$ cat src/rtl/assert_macros.svh
// Assertion macros used by the top level of the unranking block.
// No dependencies; the bodies are empty when SYNTHESIS is defined.
`ifndef ASSERT_MACROS_SVH
`define ASSERT_MACROS_SVH
`ifndef SYNTHESIS
`define PUSC_ASSERT(lbl, prop) \
  lbl: assert property (@(posedge clk_i) disable iff (!rst_ni) prop) \
    else $error("assertion failed");
`define PUSC_ASSERT_ALWAYS(lbl, prop) \
  lbl: assert property (@(posedge clk_i) prop) else $error("assertion failed");
`else
`define PUSC_ASSERT(lbl, prop)
`define PUSC_ASSERT_ALWAYS(lbl, prop)
`endif
`endif

$ cat src/rtl/pusc_pkg.sv
// Package of the permutation unranking block: widths, types and the factorial table.
// No dependencies.
package pusc_pkg;

  localparam int MAX_ORDER = 16;
  localparam int RANK_W    = 41;
  localparam int ELEM_W    = 4;
  localparam int ORDER_W   = 5;
  localparam int POOL_N    = MAX_ORDER - 1;
  localparam logic [ORDER_W-1:0] MinOrder = 5'd4;
  localparam logic [ORDER_W-1:0] MaxOrder = ORDER_W'(MAX_ORDER);

  typedef struct packed {
    logic [RANK_W-1:0]  rank;
    logic               err;
    logic [ORDER_W-1:0] order;
  } queue_entry_t;

  typedef struct packed {
    logic empty;
    logic full;
  } queue_status_t;

  typedef enum logic [1:0] {
    ST_IDLE,
    ST_DIV,
    ST_EMIT,
    ST_ERR
  } back_state_e;

  function automatic logic [RANK_W-1:0] fact_of(input logic [ELEM_W-1:0] k);
    logic [RANK_W-1:0] f;
    case (k)
      4'd0:    f = 41'd1;
      4'd1:    f = 41'd1;
      4'd2:    f = 41'd2;
      4'd3:    f = 41'd6;
      4'd4:    f = 41'd24;
      4'd5:    f = 41'd120;
      4'd6:    f = 41'd720;
      4'd7:    f = 41'd5040;
      4'd8:    f = 41'd40320;
      4'd9:    f = 41'd362880;
      4'd10:   f = 41'd3628800;
      4'd11:   f = 41'd39916800;
      4'd12:   f = 41'd479001600;
      4'd13:   f = 41'd6227020800;
      4'd14:   f = 41'd87178291200;
      default: f = 41'd1307674368000;
    endcase
    return f;
  endfunction

endpackage

$ cat src/rtl/pusc_front.sv
// Front part: holds the group order register and classifies each request.
// Depends on pusc_pkg.
module pusc_front import pusc_pkg::*; (
  input  logic               clk_i,
  input  logic               rst_ni,
  input  logic               cfg_valid_i,
  output logic               cfg_ready_o,
  input  logic [ORDER_W-1:0] cfg_data_i,
  input  logic               in_valid_i,
  output logic               in_stall_o,
  input  logic [RANK_W-1:0]  perm_index_i,
  input  queue_status_t      q_status_i,
  output logic               push_o,
  output queue_entry_t       push_entry_o
);

  logic [ORDER_W-1:0] order_q;
  logic [ORDER_W-1:0] order_eff;
  logic [ORDER_W-1:0] m_wide;

  always_ff @(posedge clk_i or negedge rst_ni) begin
    if (!rst_ni) begin
      order_q <= MinOrder;
    end else if (cfg_valid_i && cfg_ready_o) begin
      order_q <= cfg_data_i;
    end
  end

  always_comb begin
    if (order_q < MinOrder) begin
      order_eff = MinOrder;
    end else if (order_q > MaxOrder) begin
      order_eff = MaxOrder;
    end else begin
      order_eff = order_q;
    end
    m_wide = order_eff - 5'd1;
  end

  assign cfg_ready_o        = 1'b1;
  assign in_stall_o         = q_status_i.full;
  assign push_o             = in_valid_i && !q_status_i.full;
  assign push_entry_o.rank  = perm_index_i;
  assign push_entry_o.order = order_eff;
  assign push_entry_o.err   = perm_index_i >= fact_of(m_wide[ELEM_W-1:0]);

endmodule

$ cat src/rtl/pusc_queue.sv
// Two-entry queue of classified requests between the front and back parts.
// Depends on pusc_pkg.
module pusc_queue import pusc_pkg::*; (
  input  logic          clk_i,
  input  logic          rst_ni,
  input  logic          push_i,
  input  queue_entry_t  push_entry_i,
  input  logic          pop_i,
  output queue_entry_t  head_o,
  output queue_status_t status_o
);

  queue_entry_t mem_q [2];
  logic         wr_q, wr_d;
  logic         rd_q, rd_d;
  logic [1:0]   cnt_q, cnt_d;

  always_ff @(posedge clk_i) begin
    if (push_i) begin
      mem_q[wr_q] <= push_entry_i;
    end
  end

  always_comb begin
    wr_d  = push_i ? !wr_q : wr_q;
    rd_d  = pop_i ? !rd_q : rd_q;
    cnt_d = cnt_q + {1'b0, push_i} - {1'b0, pop_i};
  end

  always_ff @(posedge clk_i or negedge rst_ni) begin
    if (!rst_ni) begin
      wr_q  <= 1'b0;
      rd_q  <= 1'b0;
      cnt_q <= 2'd0;
    end else begin
      wr_q  <= wr_d;
      rd_q  <= rd_d;
      cnt_q <= cnt_d;
    end
  end

  assign head_o         = mem_q[rd_q];
  assign status_o.empty = cnt_q == 2'd0;
  assign status_o.full  = cnt_q == 2'd2;

endmodule

$ cat src/rtl/pusc_back.sv
// Back part: digit extraction by restoring division, pool removal and prefix-sum check.
// Depends on pusc_pkg.
module pusc_back import pusc_pkg::*; (
  input  logic               clk_i,
  input  logic               rst_ni,
  input  queue_status_t      q_status_i,
  input  queue_entry_t       head_i,
  output logic               pop_o,
  output logic               out_valid_o,
  input  logic               out_stall_i,
  output logic [ELEM_W-1:0]  element_o,
  output logic [ELEM_W-1:0]  position_o,
  output logic               last_o,
  output logic               sequencing_ok_o,
  output logic               index_error_o
);

  back_state_e        state_q, state_d;
  logic [RANK_W-1:0]  rank_q, rank_d;
  logic [ORDER_W-1:0] order_q, order_d;
  logic [ELEM_W-1:0]  m_q, m_d;
  logic [ELEM_W-1:0]  pos_q, pos_d;
  logic [1:0]         bit_q, bit_d;
  logic [ELEM_W-1:0]  digit_q, digit_d;
  logic [ELEM_W-1:0]  pool_q [POOL_N];
  logic [ELEM_W-1:0]  pool_d [POOL_N];
  logic [MAX_ORDER-1:0] seen_q, seen_d;
  logic [ELEM_W-1:0]  sum_q, sum_d;
  logic               ok_q, ok_d;

  logic               ovalid_q, ovalid_d;
  logic [ELEM_W-1:0]  oelem_q, oelem_d;
  logic [ELEM_W-1:0]  opos_q, opos_d;
  logic               olast_q, olast_d;
  logic               ook_q, ook_d;
  logic               oerr_q, oerr_d;

  logic               out_free;
  logic [ELEM_W-1:0]  rem;
  logic [RANK_W+2:0]  trial;
  logic [ELEM_W-1:0]  di;
  logic [ELEM_W-1:0]  val;
  logic [ORDER_W-1:0] sum_wide;
  logic [ELEM_W-1:0]  sum_new;
  logic               is_last;
  logic               ok_new;
  logic [ORDER_W-1:0] m_wide;

  assign out_free = !ovalid_q || !out_stall_i;
  assign rem      = m_q - 4'd1 - pos_q;
  assign trial    = {3'b000, fact_of(rem)} << bit_q;
  assign di       = (digit_q > rem) ? rem : digit_q;
  assign val      = pool_q[di];
  assign sum_wide = {1'b0, sum_q} + {1'b0, val};
  assign sum_new  = (sum_wide >= order_q) ? 4'(sum_wide - order_q) : sum_wide[ELEM_W-1:0];
  assign is_last  = pos_q == m_q - 4'd1;
  assign ok_new   = ok_q && !seen_q[sum_new];
  assign m_wide   = head_i.order - 5'd1;
  assign pop_o    = (state_q == ST_IDLE) && !q_status_i.empty;

  always_comb begin
    state_d = state_q;
    case (state_q)
      ST_IDLE: begin
        if (!q_status_i.empty) begin
          state_d = head_i.err ? ST_ERR : ST_DIV;
        end
      end
      ST_DIV: begin
        if (bit_q == 2'd0) begin
          state_d = ST_EMIT;
        end
      end
      ST_EMIT: begin
        if (out_free) begin
          state_d = is_last ? ST_IDLE : ST_DIV;
        end
      end
      ST_ERR: begin
        if (out_free) begin
          state_d = ST_IDLE;
        end
      end
      default: state_d = ST_IDLE;
    endcase
  end

  always_comb begin
    rank_d   = rank_q;
    order_d  = order_q;
    m_d      = m_q;
    pos_d    = pos_q;
    bit_d    = bit_q;
    digit_d  = digit_q;
    pool_d   = pool_q;
    seen_d   = seen_q;
    sum_d    = sum_q;
    ok_d     = ok_q;
    ovalid_d = ovalid_q && out_stall_i;
    oelem_d  = oelem_q;
    opos_d   = opos_q;
    olast_d  = olast_q;
    ook_d    = ook_q;
    oerr_d   = oerr_q;
    case (state_q)
      ST_IDLE: begin
        rank_d  = head_i.rank;
        order_d = head_i.order;
        m_d     = m_wide[ELEM_W-1:0];
        pos_d   = '0;
        bit_d   = 2'd3;
        digit_d = '0;
        for (int j = 0; j < POOL_N; j++) begin
          pool_d[j] = ELEM_W'(j + 1);
        end
        seen_d  = {{(MAX_ORDER-1){1'b0}}, 1'b1};
        sum_d   = '0;
        ok_d    = 1'b1;
      end
      ST_DIV: begin
        if ({3'b000, rank_q} >= trial) begin
          rank_d        = rank_q - trial[RANK_W-1:0];
          digit_d[bit_q] = 1'b1;
        end
        bit_d = bit_q - 2'd1;
      end
      ST_EMIT: begin
        if (out_free) begin
          for (int j = 0; j < POOL_N - 1; j++) begin
            if (ELEM_W'(j) >= di) begin
              pool_d[j] = pool_q[j+1];
            end
          end
          sum_d           = sum_new;
          seen_d[sum_new] = 1'b1;
          ok_d            = ok_new;
          pos_d           = pos_q + 4'd1;
          bit_d           = 2'd3;
          digit_d         = '0;
          ovalid_d        = 1'b1;
          oelem_d         = val;
          opos_d          = pos_q;
          olast_d         = is_last;
          ook_d           = is_last && ok_new;
          oerr_d          = 1'b0;
        end
      end
      ST_ERR: begin
        if (out_free) begin
          ovalid_d = 1'b1;
          oelem_d  = '0;
          opos_d   = '0;
          olast_d  = 1'b1;
          ook_d    = 1'b0;
          oerr_d   = 1'b1;
        end
      end
      default: ;
    endcase
  end

  always_ff @(posedge clk_i or negedge rst_ni) begin
    if (!rst_ni) begin
      state_q  <= ST_IDLE;
      ovalid_q <= 1'b0;
    end else begin
      state_q  <= state_d;
      ovalid_q <= ovalid_d;
    end
  end

  always_ff @(posedge clk_i) begin
    rank_q   <= rank_d;
    order_q  <= order_d;
    m_q      <= m_d;
    pos_q    <= pos_d;
    bit_q    <= bit_d;
    digit_q  <= digit_d;
    pool_q   <= pool_d;
    seen_q   <= seen_d;
    sum_q    <= sum_d;
    ok_q     <= ok_d;
    oelem_q  <= oelem_d;
    opos_q   <= opos_d;
    olast_q  <= olast_d;
    ook_q    <= ook_d;
    oerr_q   <= oerr_d;
  end

  assign out_valid_o     = ovalid_q;
  assign element_o       = oelem_q;
  assign position_o      = opos_q;
  assign last_o          = olast_q;
  assign sequencing_ok_o = ook_q;
  assign index_error_o   = oerr_q;

endmodule

$ cat src/rtl/permutation_unrank_sequencing_check.sv
// Top level of the permutation unranking block with the sequencing check.
// Depends on pusc_pkg, pusc_front, pusc_queue, pusc_back and assert_macros.svh.
//
// Usage. The configuration channel (cfg_valid_i, cfg_ready_o, cfg_data_i) writes the
// group order n; it is always ready, and the user must write it only while the block
// is idle, which the block itself does not enforce. Values below 4 or above 16 act
// as 4 or 16. Each request on the input channel carries one rank in perm_index_i and
// is taken when in_valid_i is high and in_stall_o is low. For a rank below (n-1)! the
// block returns n-1 results, one per element, with position counting up from 0 and
// last on the final one, which also carries sequencing_ok. A rank at or above (n-1)!
// returns one result with index_error and last set and the other fields zero.
// Operation. For each element the back part runs four restoring division steps for
// its factorial-base digit, then an emit step that removes the element from the pool
// and updates the prefix sum. A two-entry queue lets the front take further requests
// while the back part works.
// Reset clears the queue, the sequencer and the output valid, and sets n to 4.
// While a valid result is stalled, the result register holds and the next emit waits.
`include "assert_macros.svh"
module permutation_unrank_sequencing_check import pusc_pkg::*; (
  input  logic               clk_i,
  input  logic               rst_ni,
  input  logic               cfg_valid_i,
  output logic               cfg_ready_o,
  input  logic [ORDER_W-1:0] cfg_data_i,
  input  logic               in_valid_i,
  output logic               in_stall_o,
  input  logic [RANK_W-1:0]  perm_index_i,
  output logic               out_valid_o,
  input  logic               out_stall_i,
  output logic [ELEM_W-1:0]  element_o,
  output logic [ELEM_W-1:0]  position_o,
  output logic               last_o,
  output logic               sequencing_ok_o,
  output logic               index_error_o
);

  queue_status_t q_status;
  queue_entry_t  push_entry;
  queue_entry_t  head;
  logic          push;
  logic          pop;

  pusc_front u_front (
    .clk_i        (clk_i),
    .rst_ni       (rst_ni),
    .cfg_valid_i  (cfg_valid_i),
    .cfg_ready_o  (cfg_ready_o),
    .cfg_data_i   (cfg_data_i),
    .in_valid_i   (in_valid_i),
    .in_stall_o   (in_stall_o),
    .perm_index_i (perm_index_i),
    .q_status_i   (q_status),
    .push_o       (push),
    .push_entry_o (push_entry)
  );

  pusc_queue u_queue (
    .clk_i        (clk_i),
    .rst_ni       (rst_ni),
    .push_i       (push),
    .push_entry_i (push_entry),
    .pop_i        (pop),
    .head_o       (head),
    .status_o     (q_status)
  );

  pusc_back u_back (
    .clk_i           (clk_i),
    .rst_ni          (rst_ni),
    .q_status_i      (q_status),
    .head_i          (head),
    .pop_o           (pop),
    .out_valid_o     (out_valid_o),
    .out_stall_i     (out_stall_i),
    .element_o       (element_o),
    .position_o      (position_o),
    .last_o          (last_o),
    .sequencing_ok_o (sequencing_ok_o),
    .index_error_o   (index_error_o)
  );

  `PUSC_ASSERT(a_err_is_last, out_valid_o && index_error_o |-> last_o)
  `PUSC_ASSERT(a_err_zero, out_valid_o && index_error_o |-> element_o == 4'd0 && position_o == 4'd0 && !sequencing_ok_o)
  `PUSC_ASSERT(a_ok_only_last, out_valid_o && !last_o |-> !sequencing_ok_o)
  `PUSC_ASSERT_ALWAYS(a_queue_sane, !(q_status.full && q_status.empty))

endmodule
$ cat config.mk
export PLATFORM = sky130hd
export DESIGN_NAME = permutation_unrank_sequencing_check
export DESIGN_NICKNAME = d
export VERILOG_FILES = /design/src/rtl/pusc_pkg.sv /design/src/rtl/pusc_front.sv /design/src/rtl/pusc_queue.sv /design/src/rtl/pusc_back.sv /design/src/rtl/permutation_unrank_sequencing_check.sv
export VERILOG_INCLUDE_DIRS = /design/src /design/src/rtl
export SDC_FILE = /design/constraint.sdc
export NUM_CORES = 1
export LEC_CHECK = 0
export BUFFER_PORTS_ARGS = -buffer_cell sky130_fd_sc_hd__buf_2
export CAP_MARGIN = 20
export CELL_PAD_IN_SITES_DETAIL_PLACEMENT = 0
export CELL_PAD_IN_SITES_GLOBAL_PLACEMENT = 1
export CORE_MARGIN = 2
export CORE_UTILIZATION = 55
export CTS_BUF_LIST = sky130_fd_sc_hd__clkbuf_8
export DETAILED_ROUTE_END_ITERATION = 10
export GPL_TIMING_DRIVEN = 0
export PLACE_DENSITY_LB_ADDON = 0.1
export SLEW_MARGIN = 20
export SYNTH_ARGS = -nofsm -noshare
export SYNTH_HDL_FRONTEND = slang
export SYNTH_SLANG_ARGS = --single-unit
$ cat constraint.sdc
create_clock -name clk_i -period 11 [get_ports clk_i]
set_input_delay 0.55 -clock clk_i [delete_from_list [all_inputs] [get_ports clk_i]]
set_output_delay 0.55 -clock clk_i [all_outputs]
set_load 0.05 [all_outputs]
### After elaboration in Yosys (flattened, before gate mapping)

Memories as Yosys holds them, arrays and structs flattened.
Cells that the tools add are included.

* flip-flop bits (word level): 160
* bits in latches: 0
* memory bits (writable): 94
* ROM bits: 1152
* bits of input ports: 51
* output and inout port bits: 14
* logic and storage cells: 210
* memories kept: 3

Memories
* (no name shown): depth 16, width 36, read ports 1, clocked after Yosys merged registers in 0, write ports 0, RTL line pusc_pkg.sv:33 `case (k)`
* (no name shown): depth 16, width 36, read ports 1, clocked after Yosys merged registers in 0, write ports 0, RTL line pusc_pkg.sv:33
* u_queue.mem_q: depth 2, width 47, read ports 1, clocked after Yosys merged registers in 0, write ports 1, RTL line pusc_queue.sv:13 `queue_entry_t mem_q [2];`

* add/sub/neg operators: 11
* multiply operators: 0
* div/mod/pow operators: 0
* order comparisons: 25
* equal/unequal tests: 24
* shifts and indexed selects: 1
* mux-type cells: 66
* bitwise gates (word level): 3
* reductions and logical operators: 43

Operators with widths (number)
* 56-bit case mux with 2 select lines: 1
* 4-bit two-way mux: 24
* 41-bit case mux with 2 select lines: 1
* 56-bit two-way mux: 1
* 3-bit AND reduction: 16
* 41-bit by 44-bit greater-or-equal comparator with 1-bit output: 1
* 41-bit by 2-bit << shifter with 44-bit output: 1
* 41-bit greater-or-equal comparator: 1
* 41-bit two-way mux: 1
* 41-bit subtractor: 1
* 2-bit by 1-bit != test with 1-bit output, second input constant: 18
* 16-bit case mux with 2 select lines: 1
* 4-bit case mux with 2 select lines: 4
* 4-bit greater-or-equal comparator, first input constant: 6
* 4-bit binary-select mux with 4-bit select: 1
* 3-bit by 4-bit greater-or-equal comparator with 1-bit output, first input constant: 4
* 16-bit two-way mux: 1
* 16-bit bitwise OR: 1
* 1-bit two-way mux: 13
* 2-bit two-way mux: 6
* 4-bit case mux with 3 select lines: 1
* 4-bit by 1-bit subtractor with 4-bit output, second input constant: 3
* 5-bit two-way mux: 2
* 1-bit by 4-bit greater-or-equal comparator with 1-bit output, first input constant: 2
* other kinds (37): 62

### Longest topological paths before layout

* word-level depth: 18
* depth in mapped cells: 34
* gate-level depth less buffers: 30

### Cells and area by module

From an unflattened synthesis, not the netlist that was laid out.

* cell total of the unflattened synthesis: 1508
* area, all modules: 15811.4 um^2

Modules (own cells, without submodules)
* pusc_back: instances 1, cells each 1122, area each 10363.7 um^2, sequential area each 4189.0 um^2
* pusc_queue: instances 1, cells each 161, area each 3667.3 um^2, sequential area each 2922.8 um^2
* pusc_front: instances 1, cells each 225, area each 1780.5 um^2, sequential area each 126.4 um^2

### Worst setup path after synthesis

Ideal clock, no wire load.

* kind: reg2reg
* from: register u_back.m_q[0]
* to: register u_back.ook_q, in the netlist u_back.sequencing_ok_o (data pin)
* library setup time: 150 ps
* arrival time: 7017 ps
* required time: 10850 ps
* path slack: 3834 ps
* cell stages (with the launch flop): 31
* period minus slack after synthesis: 7166 ps
* cell sequence: edfxtp_1 -> inv_1 -> ha_1 -> fa_1 -> xnor2_1 -> inv_1 -> clkbuf_1 -> clkbuf_1 -> ha_1 -> o21ai_0 -> a32oi_1 -> maj3_4 -> mux2i_1 -> buf_4 -> a311oi_1 -> a311oi_1 -> a21oi_1 -> ha_1 -> inv_1 -> fa_1 -> inv_1 -> ha_1 -> a21o_1 -> a21o_1 -> a2111oi_0 -> or3b_1 -> buf_2 -> mux4_2 -> mux2_2 -> o22a_1 -> nor3_2

* longest elaborated chain between the ends: 18
* elaborated cells between the ends (all ways): 20
* classes of those cells: add/sub: 4; order compare: 2; eq/ne: 1; mux: 9; bitwise: 1; reduce/logical: 3

RTL lines
* start, declared: RTL line pusc_back.sv:21 `logic [ELEM_W-1:0] m_q, m_d;`
* start signal, assigned: RTL line pusc_back.sv:175 `m_q <= m_d;`
* 4-bit by 1-bit subtractor with 4-bit output *: RTL line pusc_back.sv:50 `assign rem = m_q - 4'd1 - pos_q;`
* 4-bit subtractor *: RTL line pusc_back.sv:50
* 4-bit greater-than comparator: RTL line pusc_back.sv:52 `assign di = (digit_q > rem) ? rem : digit_q;`
* 4-bit two-way mux *: RTL line pusc_back.sv:52
* 4-bit inverter with 5-bit output (implied by the code) *: RTL line pusc_back.sv:53 `assign val = pool_q[di];`
* 4-bit binary-select mux with 4-bit select *: RTL line pusc_back.sv:53
* 4-bit two-way mux (implied by the code) * (2 in a row): RTL line pusc_back.sv:53
* net u_back.val[0]: RTL line pusc_back.sv:42 `logic [ELEM_W-1:0] val;`
* [2 not listed]
* 4-bit two-way mux *: RTL line pusc_back.sv:55 `assign sum_new = (sum_wide >= order_q) ? 4'(sum_wide - order_q) : sum_wide[ELEM_W-1:0];`
* 1-bit binary-select mux with 4-bit select *: RTL line pusc_back.sv:57 `assign ok_new = ok_q && !seen_q[sum_new];`
* 1-bit two-way mux (implied by the code) *: RTL line pusc_back.sv:57
* 1-bit logical NOT *: RTL line pusc_back.sv:57
* 1-bit logical AND *: RTL line pusc_back.sv:57
* 1-bit logical AND *: RTL line pusc_back.sv:144 `ook_d = is_last && ok_new;`
* 1-bit two-way mux *: RTL line pusc_back.sv:128 `if (out_free) begin`
* 1-bit case mux with 2 select lines *: RTL line pusc_back.sv:105 `case (state_q)`
* end signal, assigned: RTL line pusc_back.sv:186 `ook_q <= ook_d;`
* end, declared: RTL line pusc_back.sv:35 `logic ook_q, ook_d;`

The timed path passes the listed nets; every way through them passes the cells marked *. The select of a mux whose other input is x is not followed.
A chain may end at the register's enable or synchronous reset.

### Worst setup path after layout

Ends and elaborated chain as after synthesis.

==> impl_metrics.yaml <==
placed_design:
  hpwl_um: 30310
  gp_congestion: 0.9323
  post_dp_cell_area_sq_um: 15980
  io_buffers: 63
clocking:
  cts_hold_buffers: 1
  post_cts_resized: 0
  clkLatencyLatePin_ns: 0.56
  clock-sinks: 243
  cts.clk_slew.worst_paths_ns: 0.06
  cts_setup_buffers: 0
  cts_root_buffer: "clkbuf_8"
  cts_tree: "done"
  numCtsBuffers: 42
  htree_levels: 2
  clockBufferDepth: 3
setup_path:
  ff2ff_setup_slack_ns: 1.92
  crit_arrival_ns: 9.48
  reg2reg_from: "u_back.m_q[0]"
  startpoint_type: "register"
  slowest_stage: "a311oi_1"
  cp_slowest_stage_delay_ns: 0.63
  worstReg2RegEnd: "u_back.sequencing_ok_o"
  worst-endpoint-required_ns: 11.41
  crit_path_end_kind: "register"
  crit_path_max_fanout: 10
  worstSetupPathType: "register to register"
  ff2ff_path_depth: 30
synthesis:
  synth_area_sq_um: 15150
  syn_inst: 1470
  synth_edf_count: 231
  synth_flop_cell: "edfxtp_1"
  postSynthNetCount: 1644
  ys_seq_elements: 243
  avgSynthCellArea_sq_um: 10.31
  async_flop_share_pct: 4.938
  yosysWarnings: 0
  synth.distinct_cells: 73
  yosysSeqAreaShare_pct: 47.77
route:
  drt-total-wl_um: 40000
  dr.pass1.iters: 7
  drtIter0Drc: 1229
  wl_per_cell_um: 20.51
  ant_nets: 0
  vias_per_cell: 6.019
  drc: 0
  dr_total_vias: 11740
floorplan:
  die_h_um: 170.0
  core_sq_um: 27030
  dieArea_sq_um: 28890
  placementRows: 60
  die_x_um: 170.0
  start_util_pct: 56.06
  io_pins: 65
sta:
  period_share_pct: 82.53
  fin_setup_tns_ns: 0
  grt_setup_unrepaired: "false"
  finalHoldViolations: 0
  tightestPinTransition_ns: 1.041
  max_freq_ghz: 0.1101
  relSlewSlack_pct: 30.52
  post-route-min-period_ns: 9.079
  setup_viol: 0
  slew_violations: 0
  fin_worst_skew_ns: 0.01784
cells_and_area:
  syn_to_final_growth_pct: 10.55
  n_antenna_cell: 0
  fin_area_sq_um: 16750
  drive_gt1_share_pct: 10.75
  final_nets: 1755
min_path:
  hold_class: "input pin to register"
  holdPathEnd: "u_queue.mem_q[0][18]"
  hold_start: "perm_index_i[12]"
  hold-path-cell-count: 1
global_route:
  antenna_found_initial: 1
  grt_pass1_vias: 11290
  grt_pass1_wl_um: 62090
  grt_start_max_net_pins: 31
  grt_use_total_pct: 27.99
  grt-ovfl-total: 0
run:
  cap_violations: 0
outcome:
  status: "finished, final reports clean"
through the flow:
stage	worst slack [ns]	hold slack, ns	util (%)	cells
finish	1.921	0.2074	61.98	1950
global route	1.495	0.2014	61.98	1950
CTS	1.700	0.1828	61.95	1950
detailed placement	1.758	0.4714	59.13	1877
global placement	1.921	0.4648	58.81	1874
floorplan	3.834	0.2544	-	1470
per-layer routing:
metal	global-route usage, %	vias to the layer above	routed length [um]
li1	-	5642	-
met1	41.21	5594	18710
met2	43.09	437	17570
met3	4.535	64	2863
met4	7.841	0	865
met5	0	-	0
final cells by class:
class | instances | area, sq um
clock inverters | 30 | 173.9
multi-input cells | 1097 | 7431
inverters | 57 | 214.0
fillers | 2275 | 10280
repair buffers | 67 | 392.9
flip-flops and latches | 243 | 7238
clock buffers | 42 | 578.1
well taps | 341 | 426.7
plain buffers | 73 | 295.3
cells in the mapped netlist, types with 3 or more instances:
library cell / n / area [sq um]
a211o_1: 4 / 35.03
a211oi_1: 25 / 187.7
a21boi_0: 5 / 37.54
a21o_1: 39 / 292.8
a21oi_1: 128 / 640.6
a311oi_1: 5 / 43.79
a31o_2: 4 / 35.03
a31oi_1: 12 / 75.07
a41oi_1: 4 / 35.03
and2_1: 37 / 231.5
and3_1: 12 / 75.07
and4_1: 3 / 26.28
buf_1: 11 / 41.29
buf_2: 5 / 25.02
buf_4: 4 / 30.03
clkbuf_1: 53 / 198.9
dfrtp_1: 11 / 275.3
edfxtp_1: 231 / 6937
fa_1: 4 / 80.08
ha_1: 119 / 1489
inv_1: 57 / 214.0
mux2_2: 18 / 202.7
mux2i_1: 39 / 390.4
mux4_2: 4 / 90.09
nand2_1: 140 / 525.5
nand2b_1: 36 / 225.2
nand3_1: 39 / 195.2
nand4_1: 18 / 112.6
nor2_1: 116 / 435.4
nor2b_1: 32 / 200.2
nor3_1: 26 / 130.1
nor4_1: 5 / 31.28
o211a_1: 4 / 40.04
o211ai_1: 8 / 60.06
o21a_1: 11 / 82.58
o21ai_0: 82 / 410.4
o21bai_1: 5 / 37.54
o22ai_1: 4 / 25.02
o31ai_1: 9 / 67.56
or2_2: 4 / 25.02
or3_1: 14 / 87.58
xnor2_1: 28 / 245.2
xor2_1: 18 / 157.7
critical path, delay by kind of cell (launching register included):
| family | cells | cell delay (ns) |
|---|---|---|
| AO/OA/AOI/OAI | 8 | 2.11 |
| XOR/XNOR | 1 | 0.54 |
| adder cells (fa/ha/maj) | 7 | 2.45 |
| buffers and inverters | 8 | 1.68 |
| flip-flops | 1 | 0.40 |
| multiplexers | 3 | 1.39 |
| AND/OR/NAND/NOR | 3 | 0.36 |
how the worst max path moves through the flow:
stage | depth (start not counted) | from | endpoint
after detailed placement | 30 | u_back.m_q[0] | u_back.sequencing_ok_o
after CTS | 30 | u_back.m_q[0] | u_back.sequencing_ok_o
after global placement | 30 | u_back.m_q[0] | u_back.sequencing_ok_o
after global routing | 30 | u_back.m_q[0] | u_back.sequencing_ok_o
final | 30 | u_back.m_q[0] | u_back.sequencing_ok_o
after floorplan | 30 | u_back.m_q[0] | u_back.sequencing_ok_o
layout by cell type, fill, tap and decap left out, types with 12 or more instances in the layout:
| master | n |
|---|---|
| buf_2 | 68 |
| xor2_1 | 18 |
| nand3_1 | 39 |
| clkbuf_8 | 42 |
| a31oi_1 | 12 |
| a211oi_1 | 25 |
| edfxtp_1 | 231 |
| inv_1 | 65 |
| xnor2_1 | 27 |
| nor2b_1 | 32 |
| mux2i_1 | 39 |
| a21o_1 | 39 |
| nand2_1 | 140 |
| or3_1 | 14 |
| a21oi_1 | 128 |
| and2_1 | 37 |
| o21ai_0 | 81 |
| ha_1 | 119 |
| mux2_2 | 18 |
| nand2b_1 | 36 |
| nor2_1 | 115 |
| nand4_1 | 18 |
| clkbuf_1 | 53 |
| nor3_1 | 26 |
logic make-up (layout without fill, tap and decap cells):
group / count (synthesis) / after routing / synth area share [%]
XOR/XNOR: 46 / 46 / 2.659
AND/OR/NAND/NOR: 490 / 490 / 15.63
flip-flops: 243 / 243 / 47.77
AO/OA/AOI/OAI: 372 / 372 / 15.30
multiplexers: 64 / 64 / 4.798
adder cells (fa/ha/maj): 124 / 124 / 10.45
buffers and inverters: 130 / 269 / 3.361
other: 1 / 1 / 0.02475
registers in the layout, summed over array words and instances, names as in the netlist, 5 cells and up:
register	flops
u_back.order_q	5
u_back.pool_q	45
u_back.rank_q	41
u_back.seen_q	16
u_front.order_q	5
u_queue.mem_q	94
Power is not shown: default switching activity piles up to over one toggle a cycle in this logic, so the estimate is an artifact.
